[src/hdl/ctkm_isqrt.sv]
// iterative integer square root, two radicand bits per cycle
`default_nettype none

module ctkm_isqrt #(
    parameter int XW = 62
) (
    input  wire logic              aclk,
    input  wire logic              aresetn,
    input  wire logic              start,
    input  wire logic [XW-1:0]     x,
    output logic                   done,
    output logic [XW/2-1:0]        root
);

    localparam int RW    = XW / 2;
    localparam int CNT_W = $clog2(RW + 1);

    logic             busy_reg;
    logic             done_reg;
    logic [CNT_W-1:0] cnt_reg;
    logic [XW-1:0]    x_reg;
    logic [RW+1:0]    rem_reg;
    logic [RW-1:0]    root_reg;

    logic [RW+1:0]    rem_sh;
    logic [RW+1:0]    trial;
    logic             fits;

    assign rem_sh = {rem_reg[RW-1:0], x_reg[XW-1:XW-2]};
    assign trial  = {root_reg, 2'b01};
    assign fits   = rem_sh >= trial;

    always_ff @(posedge aclk) begin
        if (!aresetn) begin
            busy_reg <= 1'b0;
            done_reg <= 1'b0;
            cnt_reg  <= '0;
        end else begin
            done_reg <= 1'b0;
            if (start) begin
                busy_reg <= 1'b1;
                cnt_reg  <= '0;
            end else if (busy_reg) begin
                cnt_reg <= cnt_reg + CNT_W'(1);
                if (cnt_reg == CNT_W'(RW - 1)) begin
                    busy_reg <= 1'b0;
                    done_reg <= 1'b1;
                end
            end
        end
    end

    always_ff @(posedge aclk) begin
        if (start) begin
            x_reg    <= x;
            rem_reg  <= '0;
            root_reg <= '0;
        end else if (busy_reg) begin
            x_reg <= {x_reg[XW-3:0], 2'b00};
            if (fits) begin
                rem_reg  <= rem_sh - trial;
                root_reg <= {root_reg[RW-2:0], 1'b1};
            end else begin
                rem_reg  <= rem_sh;
                root_reg <= {root_reg[RW-2:0], 1'b0};
            end
        end
    end

    assign done = done_reg;
    assign root = root_reg;

endmodule

`default_nettype wire

[config.mk]
export PLATFORM = sky130hd
export DESIGN_NAME = ctkm_isqrt
export DESIGN_NICKNAME = d
export VERILOG_FILES = /design/src/hdl/ctkm_isqrt.sv
export SDC_FILE = /design/constraint.sdc
export NUM_CORES = 1
export LEC_CHECK = 0
export BUFFER_PORTS_ARGS = -buffer_cell sky130_fd_sc_hd__buf_2
export CORE_MARGIN = 2
export CORE_UTILIZATION = 58
export DETAILED_ROUTE_END_ITERATION = 8
export PLACE_DENSITY = 0.79
export SYNTH_ARGS = -nofsm -noshare
export SYNTH_HDL_FRONTEND = slang
export SYNTH_SLANG_ARGS = --single-unit
[constraint.sdc]
create_clock -name aclk -period 3.2 [get_ports aclk]
set_clock_uncertainty 0.05 [all_clocks]
set_input_delay 0.32 -clock aclk [delete_from_list [all_inputs] [get_ports aclk]]
set_output_delay 0.32 -clock aclk [all_outputs]
set_load 0.05 [all_outputs]
; After elaboration in Yosys (flattened, before gate mapping)
; Index checks and enable logic that the tools add are counted.
[word_totals]
latch_bits = 0
romBits = 0
input_bits = 65
regBits = 131
mem_count = 0
ram_bits = 0
[op_classes]
n_eq_ne = 1
reduce_logical = 3
div = 0
shifts = 0
bitwise_logic = 2
order_cmp = 1
muxes = 8
mul = 0
add_sub_neg = 2
[op_table]
columns = operator, n
row1 = $mux W62, 2
row2 = $ge A33 B33 Y1, 1
row3 = $mux W31, 1
row4 = $sub A31 B31 Y31, 1
row5 = $add A5 B1 Y5 const B, 1
row6 = $eq A5 B5 Y1 const B, 1
row7 = $mux W1, 5
row8 = $reduce_or A3 Y1, 1
row9 = $not A1 Y1, 2
row10 = $reduce_bool A2 Y1, 1
row11 = $reduce_or A2 Y1, 1

; Longest topological paths before layout
; Gate-level depths: netlist (run 1).
[depth]
word_depth = 4
depth_mapped = 12

; Worst setup path before layout (run 1)
; OpenSTA, ideal clock, no wires.
[synth_path]
path_type = register to register
start = register root_reg[13] (netlist: root[13])
end = register rem_reg[25]
setup_ns = 0.186
path_stages_with_launch = 13
period_less_slack_ns = 3.003
n_path_buf = 2
arrival_ns = 2.767
path_slack_ns = 0.197
required_ns = 2.964
cell_sequence = dfxtp_1 inv_1 ha_1 buf_2 nand2_1 o21ai_1 and2b_4 a211oi_2 o21bai_1 o31ai_4 buf_4 mux2i_1 o22ai_1
[synth_via]
elab_chain_len = 2
[synth_rtl]
columns = item, line
row1 = "start, declared", 23  ; logic [RW-1:0] root_reg;
row2 = "start signal, assigned", 62  ; root_reg <= {root_reg[RW-2:0], 1'b1};
row3 = "start signal, assigned", 65  ; root_reg <= {root_reg[RW-2:0], 1'b0};
row4 = $sub A31 B31 Y31 / $ge A33 B33 Y1 (equally long branches), "61, 31"
row5 = $mux W31 *, 60  ; if (fits) begin
row6 = "end signal, assigned", 61  ; rem_reg <= rem_sh - trial;
row7 = "end signal, assigned", 64  ; rem_reg <= rem_sh;
row8 = "end, declared", 22  ; logic [RW+1:0] rem_reg;
; Every way passes the cells marked *; elsewhere a longest branch is shown, timed or not.
; A chain may end at the register's enable or synchronous reset.

; Final worst setup path (run 1)
[layout_path]
start = register root_reg[20] (netlist: root[20])
end = register rem_reg[27]
; The elaborated chain is that of the path after synthesis.

==> impl_metrics.ini, run 1 <==
[pwr]
power_frac_clock_pct = 23.3
total_power_mw = 8.192
power.leakage_nw = 3.509
p_seq_share_pct = 26.2
p_switching_mw = 3.134
cellPowerDensity_nw_per_um2 = 982.4
internal-power_mw = 5.058
combPwrFrac_pct = 50.5
netSwitchingFraction_pct = 38.25
vdd_drop_max_uv = 1016

[sta]
slew-limit-headroom_pct = 60.92
timing.fmax_mhz = 339.2
hold_viol = 0
tightest_slew_ns = 0.5801
layout_min_cycle_time_ns = 2.948
setup_viol = 0
finalSetupTns_ns = 0
rsz0062_at_grt = false
final.period_utilization_pct = 92.13
finalMaxSlewViolations = 0

[logic_synthesis]
ys_types = 60
synth.area.top_cells = edfxtp_1 (26%), dfxtp_1 (19%), mux2_2 (9.4%)
synth-edff-count = 62
syn-num-nets = 775
synth_top_area_share_pct = 26.02
ys_top_cells_by_count = dfxtp_1 (69), nor2_1 (63), edfxtp_1 (62)
synthFlopType = dfxtp_1
ys_ff_latch = 131
ys_async_sr_fraction_pct = 0
yosysTopAreaCell = edfxtp_1
syn-cell-area_um2 = 7156
ys_seq_area_share_pct = 45.32
yosysMostFrequentCell = dfxtp_1
synth_warnings = 0
netlist_instances = 675
syn_avg_cell_area_um2 = 10.60

[global_route]
grt_pass1_wl_mm = 24.74
grt_max_degree = 64
globalRouteOverflowTotal = 0
track_usage_pct = 23.88
grt_antenna_before_repair = 0
grt_pass1_vias = 5246

[layout]
largest_reg_flops = 62
post_layout_nonfiller_instances = 927
nNetsFinal = 867
finish.instance_area_um2 = 8339
areaGrowthSynthToFinish_pct = 16.54
final_layout_size_suffix_gt1_share_pct = 26.41
final_util_pct = 69.43
n_antenna_cell = 0

[floorplanning]
initial_core_util_pct = 59.57
io_pins = 97
fp.dieH_um = 115.1
core_um2 = 12010
die_width_um = 115.1
num_rows = 40
die_area_um2 = 13240

[worst_setup_path]
reg2reg_from = root[20]
cp.required_ns = 3.49
critical_path.most_common_cell = a21o_1
slowest_stage = a221oi_1
ff2ff_path_depth = 11
worst_setup_path_end_kind = flop
worst_setup_path_start_kind = flop
cp_data_arrival_time_ns = 3.24
max_stage_delay_ns = 0.43
r2r_slack_ns = 0.25
crit_family = compound AO/OA/AOI/OAI gates
r2r-end = rem_reg[27]
worstSetupPathType = reg2reg
cp_cell_sequence = inv_1, ha_1, a21o_1, a21o_1, a21oi_1, o21ai_0, a221oi_1, o31ai_4, buf_12, or2_2, a311oi_1
path_buf_inv = 2
cp_max_fo = 36

[placement]
dp_cells = 895
hpwl_mm = 10.64
gp_congestion = 0.9169
io_buffers = 96
placed_area_um2 = 7759

[clocking]
clockBufferDepth = 2
cts_resized = 0
path_clk_slew_ns = 0.06
cts-root-buf = clkbuf_16
cts_buffers = 17
clk_latency_ns = 0.43
htree_levels = 4
cts_num_sinks = 131
tritoncts = done
postCtsSetupBuffers = 0
cts_hold_buf = 0

[drt]
first_iter_violations = 350
wirelength_mm = 15.22
vias_per_cell = 5.840
via_count = 5414
wl_per_cell_um = 16.42
drcViolationCount = 0
ant_nets = 0
drt-pass1-iter-count = 5

[worst_hold_path]
hold_end = busy_reg
worstHoldPathCells = 2
hold_path_class = in2reg
hp-start = aresetn

[outcome]
status = finished clean

[flow_run]
cap_violations = 0
[stage by stage]
stage | hold WS, ns | setup slack (ns)
floorplan | 0.3982 | 0.1971
global placement | 0.4180 | 0.4072
detailed placement | 0.4358 | 0.2757
CTS | 0.1128 | 0.2691
global route | 0.1295 | 0.06354
finish | 0.1289 | 0.2519
[worst register-to-register path, delay by kind of cell, from the launching register on]
kind                     cells  cell delay (ns)
buffers and inverters        2             0.28
flip-flops                   1             0.37
AO/OA/AOI/OAI                7             1.48
adder cells (fa/ha/maj)      1             0.38
AND/OR/NAND/NOR              1             0.30
[power by group through the flow]
| stage | sequential (mW) | clock, mW | combinational (mW) |
|---|---|---|---|
| after detailed placement | 2.17 | 0 | 4.07 |
| after global routing | 2.17 | 2.00 | 4.51 |
| after floorplan | 2.14 | 0 | 3.35 |
| after CTS | 2.14 | 1.94 | 4.10 |
| after global placement | 2.16 | 0 | 3.97 |
| final | 2.15 | 1.91 | 4.14 |
[layer usage]
metal | vias to the layer above | GRT usage (%) | part of all wire, %
li1 | 2644 | - | -
met1 | 2585 | 28.29 | 42
met2 | 161 | 40.43 | 49
met3 | 24 | 7.433 | 6.8
met4 | 0 | 9.719 | 1.7
met5 | - | 0 | 0
[layout by cell type (no fill, tap or decap), types with 11 or more instances in the layout]
cell and count:
mux2i_1 55, xor2_1 15, nand2_1 32, o21ai_0 18
xnor2_1 16, edfxtp_1 62, inv_1 44, a21oi_1 29
nand3_1 11, a21o_1 14, dfxtp_1 68, ha_1 35
mux2_2 60, a211oi_1 22, nor2_1 63, buf_2 95
clkbuf_16 17
[kinds of logic after synthesis]
kind of cell / count (synthesis) / share of synthesized area (%)
fa+ha+maj: 35 / 6.120
buf+inv: 77 / 4.511
simple gates: 156 / 10.28
flops: 131 / 45.32
compound gates: 129 / 12.68
xor+xnor: 31 / 3.794
mux: 116 / 17.29
[layout make-up]
type,count,area [µm²]
Clock inverter,11,130.1
Fill cell,906,3672
Sequential cell,131,3244
Multi-Input combinational cell,467,3590
Inverter,46,172.7
Tap cell,147,183.9
Clock buffer,21,450.4
Timing Repair Buffer,104,568.0
[how the worst max path moves through the flow]
stage             start           to  slack (ns)  cells past startpoint
2_1_floorplan  root[13]  rem_reg[25]        0.20                     12
3_3_place_gp   root[20]  rem_reg[27]        0.41                     11
3_5_place_dp   root[20]  rem_reg[27]        0.28                     11
4_1_cts        root[20]  rem_reg[27]        0.27                     11
5_1_grt        root[20]  rem_reg[27]        0.06                     11
6_report       root[20]  rem_reg[27]        0.25                     11
Note: power is estimated with default switching activity, not from simulation.
==> inputs of run 2 (changes only) <==
SKIP_CTS_REPAIR_TIMING = 1   (was default)
clock period = 2.95 ns   (was 3.2 ns; I/O delays follow)
==> impl_metrics.ini, run 2 (synthesized netlist as in run 1, its figures left out) <==
[worst_setup_path]
cp_cell_sequence = inv_1, ha_2, a21o_1, a21o_1, a21oi_2, o21ai_0, a221oi_2, o31ai_4, buf_4, or2_2, a311oi_2
cp_data_arrival_time_ns = 3.05
r2r_slack_ns = 0.18
r2r-end = rem_reg[27]
max_stage_delay_ns = 0.36
critical_path.most_common_cell = a21o_1
worstSetupPathType = reg2reg
cp.required_ns = 3.23
crit_start = root[20]
worstSetupEndpoint = rem_reg[27]
ff2ff_path_depth = 11
worst_setup_path_end_kind = flop
reg2reg_from = root[20]
slowest_stage = dfxtp_1
cp_max_fo = 10
worst_setup_path_start_kind = flop

[placement]
dp_cells = 903
gp_congestion = 0.9208
hpwl_mm = 10.57
io_buffers = 96

[layout]
final_layout_size_suffix_gt1_share_pct = 29.35
largest_reg_flops = 62
fillCellCount = 906
most-common-layout-cells = buf_2 (95), nor2_1 (63), edfxtp_1 (62), mux2_2 (60), dfxtp_1 (56)
seq_area_um2 = 3259
post_layout_nonfiller_instances = 934
final_common_cell = buf_2
n_antenna_cell = 0
multi_input_area_um2 = 3623
nNetsFinal = 875
areaGrowthSynthToFinish_pct = 16.89

[pwr]
p_seq_share_pct = 26.5
power.leakage_nw = 3.529
combPwrFrac_pct = 52.4
netSwitchingFraction_pct = 38.93
total_power_mw = 8.771
vdd_drop_max_uv = 776.2
p_switching_mw = 3.414
internal-power_mw = 5.357
power_frac_clock_pct = 21.1
cellPowerDensity_nw_per_um2 = 1049

[floorplanning]
io_pins = 97
core_um2 = 12010
fp.dieH_um = 115.1
die_width_um = 115.1
num_rows = 40
initial_core_util_pct = 59.57
die_area_um2 = 13240

[clocking]
clk_latency_ns = 0.42
cts-root-buf = clkbuf_16
htree_levels = 4
cts_buffers = 17
clockBufferDepth = 2
path_clk_slew_ns = 0.06
tritoncts = done
cts_num_sinks = 131

[sta]
setup_viol = 0
layout_min_cycle_time_ns = 2.768
final.period_utilization_pct = 93.84
rsz0062_at_grt = false
tightest_slew_ns = 0.7554
hold_viol = 0
finalMaxSlewViolations = 0
timing.fmax_mhz = 361.2
finalSetupTns_ns = 0
slew-limit-headroom_pct = 49.64

[global_route]
grt_pass1_wl_mm = 24.70
grt_antenna_before_repair = 0
grt_pass1_vias = 5413
track_usage_pct = 23.71
grt_max_degree = 63
globalRouteOverflowTotal = 0

[drt]
wl_met2_mm = 7.257
routed.top_layer = met4
vias_per_cell = 5.742
wirelength_mm = 14.92
first_iter_violations = 322
wl_per_cell_um = 15.98
wl_met1_mm = 6.417
via_count = 5363
drcViolationCount = 0
drt-pass1-iter-count = 4
wl_met3_um = 865
ant_nets = 0

[worst_hold_path]
hold_path_class = in2reg

[flow_run]
cap_violations = 0

[outcome]
status = finished clean
-- run 2: area by class of cell --
type / count / area share, %
clock inverters: 13 / 1.017
multi-input cells: 467 / 43.32
flip-flops and latches: 131 / 38.97
well taps: 147 / 2.199
inverters: 46 / 2.064
clock buffers: 18 / 5.131
repair buffers: 112 / 7.300
-- run 2: routing by layer --
layer / up-vias / GRT usage, %
met5: - / 0
met4: 0 / 10.84
met3: 32 / 8.224
met2: 147 / 40.12
met1: 2539 / 27.09
li1: 2645 / -
-- run 2: critical path: cells and delay by family (launching register included) --
family	cells	cell delay, ns
compound gates	7	1.39
flops	1	0.36
fa+ha+maj	1	0.33
buf+inv	2	0.26
simple gates	1	0.29
-- run 2: worst min path at each step --
stage	to	slack (ns)	cells past startpoint	startpoint
5_1_grt	busy_reg	0.05	2	aresetn
3_5_place_dp	rem_reg[13]	0.44	2	rem_reg[13]
3_3_place_gp	rem_reg[17]	0.42	2	rem_reg[17]
4_1_cts	busy_reg	0.05	2	aresetn
2_1_floorplan	busy_reg	0.37	1	aresetn
6_report	busy_reg	0.06	2	aresetn
-- run 2: power groups by stage --
stage               logic, mW  registers, mW  clock network, mW
floorplan                3.63           2.33                  0
global placement         4.34           2.35                  0
detailed placement       4.42           2.36                  0
CTS                      4.45           2.32               1.88
global route             5.04           2.35               1.96
finish                   4.60           2.33               1.85
-- run 2: metrics by stage --
| step | area [µm²] | setup slack [ns] | hold slack [ns] | utilization (%) |
|---|---|---|---|---|
| 6_report | 8364 | 0.1817 | 0.06491 | 69.64 |
| 5_1_grt | 8364 | 0.0003022 | 0.05427 | 69.64 |
| 3_3_place_gp | 7809 | 0.1984 | 0.4186 | 65.01 |
| 2_1_floorplan | 7171 | 0.007184 | 0.3732 | - |
| 4_1_cts | 8323 | 0.04698 | 0.04819 | 69.29 |
| 3_5_place_dp | 7809 | 0.03726 | 0.4368 | 65.01 |
